[src/sv/edf_pkg.sv]
// edf_pkg: widths, reset values, register indexes and shared types of the
// EMA deadband filter.
// No dependencies.
`timescale 1ns / 1ps

package edf_pkg;

  localparam int SAMPLE_BITS   = 10;
  localparam int FRAC_BITS     = 16;
  localparam int AVG_BITS      = SAMPLE_BITS + FRAC_BITS;
  localparam int WEIGHT_BITS   = 17;
  localparam int WEIGHT_SHIFT  = 16;
  localparam int CFG_IDX_BITS  = 1;
  localparam int CFG_DATA_BITS = (WEIGHT_BITS > SAMPLE_BITS) ? WEIGHT_BITS : SAMPLE_BITS;

  // Weight of 1.0 in Q1.16
  localparam logic [WEIGHT_BITS-1:0] WEIGHT_ONE     = WEIGHT_BITS'(1) << WEIGHT_SHIFT;
  localparam logic [WEIGHT_BITS-1:0] WEIGHT_RESET   = WEIGHT_BITS'(13107);
  localparam logic [SAMPLE_BITS-1:0] DEADBAND_RESET = SAMPLE_BITS'(4);

  // Register indexes
  localparam logic [CFG_IDX_BITS-1:0] CFG_IDX_WEIGHT   = CFG_IDX_BITS'(0);
  localparam logic [CFG_IDX_BITS-1:0] CFG_IDX_DEADBAND = CFG_IDX_BITS'(1);

  typedef struct packed {
    logic [WEIGHT_BITS-1:0] weight;
    logic [SAMPLE_BITS-1:0] deadband;
  } cfg_t;

  typedef struct packed {
    logic                   valid;
    logic [SAMPLE_BITS-1:0] sample;
  } in_word_t;

endpackage

[src/sv/edf_cfg_regs.sv]
// edf_cfg_regs: smoothing weight and deadband registers behind the write port.
// Depends on edf_pkg.
`timescale 1ns / 1ps

module edf_cfg_regs
  import edf_pkg::*;
(
  input  logic                     clk_i,
  input  logic                     rst_ni,
  input  logic                     cfg_we_i,
  input  logic [CFG_IDX_BITS-1:0]  cfg_idx_i,
  input  logic [CFG_DATA_BITS-1:0] cfg_wdata_i,
  output cfg_t                     cfg_o
);

  cfg_t cfg_q, cfg_d;

  always_comb begin
    cfg_d = cfg_q;
    if (cfg_we_i) begin
      case (cfg_idx_i)
        CFG_IDX_WEIGHT:   cfg_d.weight   = cfg_wdata_i[WEIGHT_BITS-1:0];
        CFG_IDX_DEADBAND: cfg_d.deadband = cfg_wdata_i[SAMPLE_BITS-1:0];
        default: cfg_d = cfg_q;
      endcase
    end
  end

  always_ff @(posedge clk_i or negedge rst_ni) begin
    if (!rst_ni) begin
      cfg_q.weight   <= WEIGHT_RESET;
      cfg_q.deadband <= DEADBAND_RESET;
    end else begin
      cfg_q <= cfg_d;
    end
  end

  assign cfg_o = cfg_q;

endmodule

[src/sv/edf_in_stage.sv]
// edf_in_stage: input register for one sample word with valid/ready handshake.
// Depends on edf_pkg.
`timescale 1ns / 1ps

module edf_in_stage
  import edf_pkg::*;
(
  input  logic                   clk_i,
  input  logic                   rst_ni,
  input  logic                   sample_valid_i,
  output logic                   sample_ready_o,
  input  logic [SAMPLE_BITS-1:0] sample_i,
  input  logic                   take_i,
  output in_word_t               word_o
);

  logic                   valid_q;
  logic [SAMPLE_BITS-1:0] sample_q;
  logic                   accept;

  // Free, or emptied by the core in this cycle
  assign sample_ready_o = !valid_q || take_i;
  assign accept         = sample_valid_i && sample_ready_o;

  always_ff @(posedge clk_i or negedge rst_ni) begin
    if (!rst_ni) begin
      valid_q <= 1'b0;
    end else if (accept) begin
      valid_q <= 1'b1;
    end else if (take_i) begin
      valid_q <= 1'b0;
    end
  end

  always_ff @(posedge clk_i) begin
    if (accept) begin
      sample_q <= sample_i;
    end
  end

  assign word_o.valid  = valid_q;
  assign word_o.sample = sample_q;

endmodule

[src/sv/edf_ema_core.sv]
// edf_ema_core: moving-average update, rounding, deadband hold and the
// result register. Depends on edf_pkg.
`timescale 1ns / 1ps

module edf_ema_core
  import edf_pkg::*;
(
  input  logic                   clk_i,
  input  logic                   rst_ni,
  input  cfg_t                   cfg_i,
  input  in_word_t               word_i,
  output logic                   take_o,
  output logic                   filtered_valid_o,
  input  logic                   filtered_ready_i,
  output logic [SAMPLE_BITS-1:0] filtered_o
);

  localparam int DELTA_BITS = AVG_BITS + 1;
  localparam int PROD_BITS  = WEIGHT_BITS + 1 + DELTA_BITS;
  localparam logic [AVG_BITS:0] HALF_LSB = (AVG_BITS + 1)'(1) << (FRAC_BITS - 1);

  logic                         out_valid_q;
  logic [AVG_BITS-1:0]          avg_q, avg_d;
  logic [SAMPLE_BITS-1:0]       held_q, held_d;
  logic                         primed_q;

  logic [WEIGHT_BITS-1:0]       w_sat;
  logic [AVG_BITS-1:0]          target;
  logic signed [DELTA_BITS-1:0] delta;
  logic signed [PROD_BITS-1:0]  prod;
  logic signed [PROD_BITS-1:0]  step;
  logic signed [PROD_BITS-1:0]  sum;
  logic [AVG_BITS-1:0]          avg_upd;
  logic [AVG_BITS:0]            rnd;
  logic [SAMPLE_BITS-1:0]       rounded;
  logic [SAMPLE_BITS-1:0]       gap;

  assign take_o = word_i.valid && (!out_valid_q || filtered_ready_i);

  // new = avg + ((w * (target - avg)) >>> 16), same as the weighted sum form
  always_comb begin
    w_sat   = (cfg_i.weight > WEIGHT_ONE) ? WEIGHT_ONE : cfg_i.weight;
    target  = {word_i.sample, {FRAC_BITS{1'b0}}};
    delta   = $signed({1'b0, target}) - $signed({1'b0, avg_q});
    prod    = $signed({1'b0, w_sat}) * delta;
    step    = prod >>> WEIGHT_SHIFT;
    sum     = $signed({{(PROD_BITS - AVG_BITS){1'b0}}, avg_q}) + step;
    avg_upd = sum[AVG_BITS-1:0];
    // round half up; a carry out of the integer part wraps
    rnd     = {1'b0, avg_upd} + HALF_LSB;
    rounded = rnd[AVG_BITS-1:FRAC_BITS];
    gap     = (rounded >= held_q) ? (rounded - held_q) : (held_q - rounded);

    if (!primed_q) begin
      avg_d  = target;
      held_d = word_i.sample;
    end else begin
      avg_d  = avg_upd;
      held_d = (gap >= cfg_i.deadband) ? rounded : held_q;
    end
  end

  always_ff @(posedge clk_i or negedge rst_ni) begin
    if (!rst_ni) begin
      out_valid_q <= 1'b0;
      avg_q       <= '0;
      held_q      <= '0;
      primed_q    <= 1'b0;
    end else begin
      if (take_o) begin
        out_valid_q <= 1'b1;
        avg_q       <= avg_d;
        held_q      <= held_d;
        primed_q    <= 1'b1;
      end else if (filtered_ready_i) begin
        out_valid_q <= 1'b0;
      end
    end
  end

  // Held value changes only when a new word loads, so it doubles as payload
  assign filtered_valid_o = out_valid_q;
  assign filtered_o       = held_q;

endmodule

[src/sv/ema_deadband_filter_unit.sv]
// ema_deadband_filter_unit: EMA filter with deadband on the held output.
// Depends on edf_pkg, edf_cfg_regs, edf_in_stage, edf_ema_core.
//
// Usage:
//   Sample channel (sample_valid_i/sample_ready_o/sample_i) takes one 10-bit
//   ADC word; filtered channel (filtered_valid_o/filtered_ready_i/filtered_o)
//   returns one 10-bit held value per sample, in order.
//   Path: input register, then average/result registers, then filtered_o;
//   one word per cycle sustained while filtered_ready_i is high. The rate is set by the
//   average feedback loop: one 18x27 multiply, add, round and deadband compare
//   between the input register and the average/result registers.
//   Configuration: cfg_we_i writes index 0 (smoothing weight, Q1.16, values
//   above 1.0 act as 1.0) or index 1 (deadband). Write only while idle.
//   Reset: weight 13107, deadband 4, average and held value zero. The first
//   sample after reset loads the average and the output directly.
//   Stall: a pending result holds while filtered_ready_i is low; one more
//   sample is buffered in the input register, then sample_ready_o drops.
`timescale 1ns / 1ps

module ema_deadband_filter_unit
  import edf_pkg::*;
(
  input  logic                     clk_i,
  input  logic                     rst_ni,
  input  logic                     sample_valid_i,
  output logic                     sample_ready_o,
  input  logic [SAMPLE_BITS-1:0]   sample_i,
  output logic                     filtered_valid_o,
  input  logic                     filtered_ready_i,
  output logic [SAMPLE_BITS-1:0]   filtered_o,
  input  logic                     cfg_we_i,
  input  logic [CFG_IDX_BITS-1:0]  cfg_idx_i,
  input  logic [CFG_DATA_BITS-1:0] cfg_wdata_i
);

  cfg_t     cfg;
  in_word_t word;
  logic     take;

  edf_cfg_regs u_cfg (
    .clk_i       (clk_i),
    .rst_ni      (rst_ni),
    .cfg_we_i    (cfg_we_i),
    .cfg_idx_i   (cfg_idx_i),
    .cfg_wdata_i (cfg_wdata_i),
    .cfg_o       (cfg)
  );

  edf_in_stage u_in (
    .clk_i          (clk_i),
    .rst_ni         (rst_ni),
    .sample_valid_i (sample_valid_i),
    .sample_ready_o (sample_ready_o),
    .sample_i       (sample_i),
    .take_i         (take),
    .word_o         (word)
  );

  edf_ema_core u_core (
    .clk_i            (clk_i),
    .rst_ni           (rst_ni),
    .cfg_i            (cfg),
    .word_i           (word),
    .take_o           (take),
    .filtered_valid_o (filtered_valid_o),
    .filtered_ready_i (filtered_ready_i),
    .filtered_o       (filtered_o)
  );

endmodule

[config.mk]
export PLATFORM = sky130hd
export DESIGN_NAME = ema_deadband_filter_unit
export DESIGN_NICKNAME = d
export VERILOG_FILES = /design/src/sv/edf_pkg.sv /design/src/sv/edf_cfg_regs.sv /design/src/sv/edf_in_stage.sv /design/src/sv/edf_ema_core.sv /design/src/sv/ema_deadband_filter_unit.sv
export SDC_FILE = /design/constraint.sdc
export NUM_CORES = 1
export LEC_CHECK = 0
export BUFFER_PORTS_ARGS = -buffer_cell sky130_fd_sc_hd__buf_2
export CAP_MARGIN = 20
export CORE_MARGIN = 4
export CORE_UTILIZATION = 39
export CTS_BUF_LIST = sky130_fd_sc_hd__clkbuf_8
export CTS_CLUSTER_DIAMETER = 80
export DETAILED_ROUTE_END_ITERATION = 10
export GPL_ROUTABILITY_DRIVEN = 0
export PLACE_DENSITY = 0.64
export SKIP_CTS_REPAIR_TIMING = 1
export SLEW_MARGIN = 20
export SYNTH_ARGS = -nofsm -noshare
export SYNTH_HDL_FRONTEND = slang
export SYNTH_SLANG_ARGS = --single-unit
export TNS_END_PERCENT = 20
[constraint.sdc]
create_clock -name clk_i -period 14.8 [get_ports clk_i]
set_input_delay 4.44 -clock clk_i [delete_from_list [all_inputs] [get_ports clk_i]]
set_output_delay 4.44 -clock clk_i [all_outputs]
set_load 0.005 [all_outputs]
After elaboration in Yosys (flattened, before gate mapping)

Cells that the tools add are included.

Register bits after elaboration: 76
Input bits: 33

Add/subtract/negate cells: 5
Multiply operators: 1
Magnitude comparators: 3
Equality and inequality tests: 1
Mux-type cells: 9
Bitwise operators: 1
Reductions and logical operators: 11

Operators by type and width:

| kind                                                             | number |
|---|---|
| 18-bit by 27-bit multiplier with 42-bit output                   | 1 |
| 10-bit two-way mux                                               | 3 |
| 26-bit by 26-bit subtractor with 27-bit output                   | 1 |
| 26-bit by 16-bit adder with 26-bit output, second input constant | 1 |
| 26-bit adder                                                     | 1 |
| 26-bit two-way mux                                               | 1 |
| 10-bit >= comparator                                             | 2 |
| 10-bit subtractor                                                | 2 |
| 17-bit > comparator, second input constant                       | 1 |
| 17-bit two-way mux                                               | 1 |
| 2-bit AND reduction                                              | 3 |
| 1-bit two-way mux                                                | 4 |
| 2-bit nonzero test                                               | 2 |
| 1-bit logical AND                                                | 2 |
| 1-bit logical NOT                                                | 2 |
| 1-bit logical OR                                                 | 2 |
| 2-bit inequality test, second input constant                     | 1 |
| 1-bit NOT                                                        | 1 |

Logic depth before layout (Yosys ltp)

Word-level depth: 10
Mapped depth: 65
Depth with buffers taken out: 61

By module

A second synthesis with hierarchy kept.

Cell total of the unflattened synthesis: 2,417
Area, all modules: 21,171.6 µm²

By module, submodules not included:

| module       | times used | cells an instance | area an instance (µm²) |
|---|---|---|---|
| edf_ema_core | 1          | 2,344             | 19,730.2 |
| edf_cfg_regs | 1          | 58                | 1,079.8 |
| edf_in_stage | 1          | 15                | 361.6 |

Least setup slack after synthesis

OpenSTA, ideal clock, no wires.

Kind: register to register
Start point: register u_core.avg_q[7]
End point: register u_core.held_q[3], in the netlist u_core.filtered_o[3]
Arrival time: 13.357 ns
Path slack: 1.307 ns
Stages on the path, launching flop included: 60
Path buffers: 4
Period minus slack after synthesis: 13.493 ns
Cell sequence: dfrtp_1 > buf_6 > or4_4 > nor4b_4 > nand2_1 > or3_1 > xor2_1 > clkbuf_1 > nand2_1 > fa_1 > fa_1 > fa_1 > inv_1 > fa_1 > fa_1 > inv_1 > fa_1 > inv_1 > [... 24 more ...] > a21boi_0 > o21a_1 > o41ai_1 > a21oi_1 > clkbuf_1 > mux2i_1 > xor2_1 > ha_1 > a21o_1 > a21o_1 > a21o_1 > a21o_1 > a21o_1 > a21oi_1 > o31ai_2 > clkbuf_1 > nor2_1 > a21oi_1

Longest elaborated chain between the ends: 9
Elaborated cells between the ends (all ways): 13
Classes of those cells: 5 x add/sub; 1 x mul; 2 x order compare; 1 x eq/ne; 3 x mux; 1 x reduce/logical

Ends and longest elaborated chain:

| element                                                          | RTL line           | source |
|---|---|---|
| start: declaration                                               | edf_ema_core.sv:23 | `logic [AVG_BITS-1:0] avg_q, avg_d;` |
| start signal: assignment                                         | edf_ema_core.sv:72 | `avg_q <= avg_d;` |
| 26-bit by 26-bit subtractor with 27-bit output                   | edf_ema_core.sv:44 | `delta = $signed({1'b0, target}) - $signed({1'b0, avg_q});` |
| 18-bit by 27-bit multiplier with 42-bit output                   | edf_ema_core.sv:45 | `prod = $signed({1'b0, w_sat}) * delta;` |
| 26-bit adder (*)                                                 | edf_ema_core.sv:47 | `sum = $signed({{(PROD_BITS - AVG_BITS){1'b0}}, avg_q}) + step;` |
| 26-bit by 16-bit adder with 26-bit output (*)                    | edf_ema_core.sv:50 | `rnd = {1'b0, avg_upd} + HALF_LSB;` |
| 10-bit subtractor / 10-bit >= comparator (equally long branches) | edf_ema_core.sv:52 | `gap = (rounded >= held_q) ? (rounded - held_q) : (held_q - rounded);` |
| 10-bit two-way mux                                               | edf_ema_core.sv:52 |  |
| 10-bit >= comparator                                             | edf_ema_core.sv:59 | `held_d = (gap >= cfg_i.deadband) ? rounded : held_q;` |
| 2-bit inequality test (no line)                                  | -                  |  |
| 2-bit AND reduction (no line)                                    | -                  |  |
| end signal: assignment                                           | edf_ema_core.sv:73 | `held_q <= held_d;` |
| end: declaration                                                 | edf_ema_core.sv:24 | `logic [SAMPLE_BITS-1:0] held_q, held_d;` |

Every way passes the cells marked *; elsewhere a longest branch is shown, timed or not. The select of a mux whose other input is x is not followed.
A chain may end at the register's enable or synchronous reset.

Final worst setup path

Start point: register u_core.avg_q[4]
End point: register u_core.held_q[7], in the netlist u_core.filtered_o[7]

The elaborated chain is that of the path after synthesis.

==> impl_results.html <==
<table>
<tr><th>Metric</th><th>Value</th></tr>
<tr><th colspan="2">Run status</th></tr>
<tr><td>Result of the run</td><td>complete, no violations</td></tr>
<tr><th colspan="2">Timing</th></tr>
<tr><td>F_max</td><td>71.34 MHz</td></tr>
<tr><td>Min setup slack post-route</td><td>0.7828 ns</td></tr>
<tr><td>Worst slew slack as a fraction of its limit</td><td>35.54%</td></tr>
<tr><td>Total count of max-transition violations in the final report</td><td>0</td></tr>
<tr><td>Min Hold Slack</td><td>0.5226 ns</td></tr>
<tr><td>Period utilisation layout</td><td>94.71%</td></tr>
<tr><td>Aggregate negative setup slack</td><td>0 ns</td></tr>
<tr><td>Measured slew at the worst slew-check pin</td><td>0.9669 ns</td></tr>
<tr><td>Final hold violation count</td><td>0</td></tr>
<tr><td>Final count of negative-setup-slack endpoints</td><td>0</td></tr>
<tr><td>Final critical path time including I/O delays and setup</td><td>14.02 ns</td></tr>
<tr><td>Final Skew</td><td>0.01610 ns</td></tr>
<tr><th colspan="2">Critical path</th></tr>
<tr><td>Endpoint kind of the worst setup timing path</td><td>flip-flop</td></tr>
<tr><td>Kind of launch point of the worst setup path</td><td>flip-flop</td></tr>
<tr><td>R2R Setup Slk</td><td>0.78 ns</td></tr>
<tr><td>Maximum fanout count along the critical path</td><td>17</td></tr>
<tr><td>Cell type of the slowest stage on the worst timing path</td><td>sky130_fd_sc_hd__o31ai_4</td></tr>
<tr><td>Critical Setup Path Class</td><td>reg2reg</td></tr>
<tr><td>Required arrival time at the worst endpoint</td><td>15.05 ns</td></tr>
<tr><td>CP Data Arrival Time</td><td>14.27 ns</td></tr>
<tr><td>Most frequent CP cell</td><td>sky130_fd_sc_hd__fa_1</td></tr>
<tr><td>Largest stage delay on the critical path</td><td>0.59 ns</td></tr>
<tr><th colspan="2">Synthesis</th></tr>
<tr><td>Seq cells post-synth</td><td>76</td></tr>
<tr><td>Post-Syn Area</td><td>21,440 sq um</td></tr>
<tr><td>Mean post-synth cell area</td><td>8.724 sq um</td></tr>
<tr><td>Sequential-to-total area share from yosys stat</td><td>9.158%</td></tr>
<tr><td>Number of distinct library cells after synthesis</td><td>83</td></tr>
<tr><td>Asr flop ratio synth</td><td>86.84%</td></tr>
<tr><td>Biggest area consumer among synthesized cells</td><td>sky130_fd_sc_hd__fa_1</td></tr>
<tr><td>Main area contributors after synthesis</td><td>sky130_fd_sc_hd__fa_1, sky130_fd_sc_hd__inv_1, sky130_fd_sc_hd__ha_1</td></tr>
<tr><td>Primary flip-flop cell chosen by synthesis mapping</td><td>sky130_fd_sc_hd__dfrtp_1</td></tr>
<tr><td>Post-Syn Instances</td><td>2,457</td></tr>
<tr><td>Number of flops mapped to enable cells by yosys</td><td>10</td></tr>
<tr><td>Fraction of synthesized cell area taken by the top area cell type</td><td>39.88%</td></tr>
<tr><td>Net Count, Synth</td><td>3,083</td></tr>
<tr><td>Ys Warns</td><td>0</td></tr>
<tr><th colspan="2">Drt</th></tr>
<tr><td>Number of design-rule violations left by the first detailed-router iteration</td><td>1,020</td></tr>
<tr><td>Number of vias in the routed layout</td><td>16,514</td></tr>
<tr><td>Detailed-routing iteration count for the pre-antenna-repair pass</td><td>5</td></tr>
<tr><td>Wirelength, routed</td><td>57,230 um</td></tr>
<tr><td>DRT antenna net count</td><td>0</td></tr>
<tr><td>Vias per Instance</td><td>5.141</td></tr>
<tr><td>Drc violations</td><td>0</td></tr>
<tr><td>Average wire per standard cell</td><td>17.82 um</td></tr>
<tr><th colspan="2">Placed design</th></tr>
<tr><td>IO buf count</td><td>44</td></tr>
<tr><td>Place WS</td><td>-0.05946 ns</td></tr>
<tr><td>Half-perimeter wire length after placement</td><td>48,810 um</td></tr>
<tr><th colspan="2">GRT</th></tr>
<tr><td>Global-route wire length before repair</td><td>94,430 um</td></tr>
<tr><td>Remaining global-route overflow</td><td>0</td></tr>
<tr><td>Largest net degree at the start of global routing</td><td>67</td></tr>
<tr><td>Number of antenna violations at the first check in global routing</td><td>0</td></tr>
<tr><td>Via count of the first global-routing pass</td><td>18,011</td></tr>
<tr><td>Global-route usage over all layers</td><td>19.93%</td></tr>
<tr><th colspan="2">Run</th></tr>
<tr><td>Max Cap Violations</td><td>0</td></tr>
<tr><th colspan="2">Cells and area</th></tr>
<tr><td>Number of fill cells</td><td>5,244</td></tr>
<tr><td>Layout cells sized above 1</td><td>8.903%</td></tr>
<tr><td>Number of nets in the layout</td><td>3,137</td></tr>
<tr><td>Ant. Diodes</td><td>0</td></tr>
<tr><td>Final Core Density</td><td>42.73%</td></tr>
<tr><td>Area used by multi-input combinational logic</td><td>17,100 sq um</td></tr>
<tr><td>Top library cells by usage in the layout, fill and taps aside</td><td>sky130_fd_sc_hd__inv_1, sky130_fd_sc_hd__fa_1, sky130_fd_sc_hd__nand2_1</td></tr>
<tr><td>Register cell area after layout</td><td>1963 sq um</td></tr>
<tr><td>Leading cell type in the layout, fill and taps excluded</td><td>sky130_fd_sc_hd__inv_1</td></tr>
<tr><td>Area added between synthesis and finish</td><td>7.909%</td></tr>
<tr><th colspan="2">Clock tree</th></tr>
<tr><td>Reg clk slew, reported paths</td><td>0.10 ns</td></tr>
<tr><td>Clock insertion delay at the later pin of the skew report</td><td>0.37 ns</td></tr>
<tr><td>Cell chosen for the clock root</td><td>sky130_fd_sc_hd__clkbuf_8</td></tr>
<tr><td>TritonCTS Buffers</td><td>9</td></tr>
<tr><td>TritonCTS clock tree</td><td>built</td></tr>
<tr><td>Clock net sink count</td><td>76</td></tr>
<tr><td>Longest Clk Path Bufs</td><td>2</td></tr>
<tr><td>Htree depth</td><td>3</td></tr>
<tr><th colspan="2">Die</th></tr>
<tr><td>I/O pin count</td><td>45</td></tr>
<tr><td>Placement Rows</td><td>85</td></tr>
<tr><td>Core area</td><td>54,130 sq um</td></tr>
<tr><td>Y dimension of the die</td><td>242.4 um</td></tr>
<tr><td>Die span in x</td><td>242.4 um</td></tr>
<tr><td>Initial core utilization</td><td>39.60%</td></tr>
<tr><td>Die outline area</td><td>58,780 sq um</td></tr>
<tr><th colspan="2">Hold path</th></tr>
<tr><td>Worst min path class</td><td>reg2reg</td></tr>
</table>
## sequential cells by signal, indices dropped and copies added, names as in the netlist
register	cells
u_cfg.cfg_o	27
u_core.avg_q	26
u_core.filtered_o	10
u_in.sample_q	10
u_core.filtered_valid_o	1
u_core.primed_q	1
u_in.valid_q	1
## cell families (layout without fill, tap and decap cells)
kind of cell	Yosys count	after routing	synth area share, %
xor gates and xnor gates	115	115	4.804
adders and majority gates	593	593	49.57
and+or+nand+nor	712	712	14.42
muxes	46	46	2.329
AOI/OAI and AO/OA	257	257	7.962
buffers and inverters	658	717	11.76
DFF	76	76	9.158
## worst paths after layout
| check | cells after the start | endpoint | from |
|---|---|---|---|
| max | 53 | u_core.filtered_o[7]$_DFFE_PN0P_ | u_core.avg_q[4]$_DFFE_PN0P_ |
| min reg2reg | 1 | u_cfg.cfg_o[5]$_DFFE_PN0P_ | u_cfg.cfg_o[5]$_DFFE_PN0P_ |
| max reg2reg | 53 | u_core.filtered_o[7]$_DFFE_PN0P_ | u_core.avg_q[4]$_DFFE_PN0P_ |
| min in group asynchronous | 2 | u_core.filtered_o[9]$_DFFE_PN0P_ | rst_ni |
| min | 1 | u_cfg.cfg_o[5]$_DFFE_PN0P_ | u_cfg.cfg_o[5]$_DFFE_PN0P_ |
| max in group asynchronous | 2 | u_core.avg_q[14]$_DFFE_PN0P_ | rst_ni |
## layout make-up
cell class | instances | area share [%]
Clock buffer | 9 | 0.5355
Sequential cell | 76 | 8.487
Inverter | 578 | 9.380
Clock inverter | 7 | 0.3786
Timing Repair Buffer | 123 | 3.516
Tap cell | 696 | 3.765
Multi-Input combinational cell | 1723 | 73.94
## stage by stage
step	std cells	instance area, sq um
2_1_floorplan	2457	21440
3_3_place_gp	3193	22750
3_5_place_dp	3193	22760
4_1_cts	3209	22970
5_1_grt	3212	23130
6_report	3212	23130
## layer usage
layer | part of all wire (%) | GRT usage [%] | vias to the layer above
met1 | 41 | 25.89 | 8322
met3 | 6.8 | 3.464 | 138
met4 | 4.7 | 7.307 | 0
met5 | 0 | 0 | -
met2 | 47 | 33.52 | 514
li1 | - | - | 7540
## cells in the mapped netlist, types with 16 or more instances
master / instances
sky130_fd_sc_hd__a21o_1: 33
sky130_fd_sc_hd__nor2_1: 278
sky130_fd_sc_hd__and2_1: 22
sky130_fd_sc_hd__fa_1: 427
sky130_fd_sc_hd__nor3_1: 21
sky130_fd_sc_hd__nand2_1: 280
sky130_fd_sc_hd__a21oi_1: 73
sky130_fd_sc_hd__ha_1: 166
sky130_fd_sc_hd__xor2_1: 45
sky130_fd_sc_hd__and3_1: 16
sky130_fd_sc_hd__dfrtp_1: 57
sky130_fd_sc_hd__mux2_2: 31
sky130_fd_sc_hd__inv_1: 576
sky130_fd_sc_hd__clkbuf_1: 72
sky130_fd_sc_hd__xnor2_1: 68
sky130_fd_sc_hd__o21ai_0: 44
sky130_fd_sc_hd__nor2b_1: 19
## worst max-delay path: cells and delay by family, from the launching register on
family | cells | cell delay (ns)
compound gates | 23 | 4.76
fa+ha+maj | 11 | 4.62
simple gates | 8 | 1.94
xor+xnor | 5 | 0.87
mux | 2 | 0.68
buf+inv | 4 | 0.54
flops | 1 | 0.47
Power is left out: the tool's default activity adds up to more than one toggle a clock period on the data nets, which glitch-free logic cannot reach.
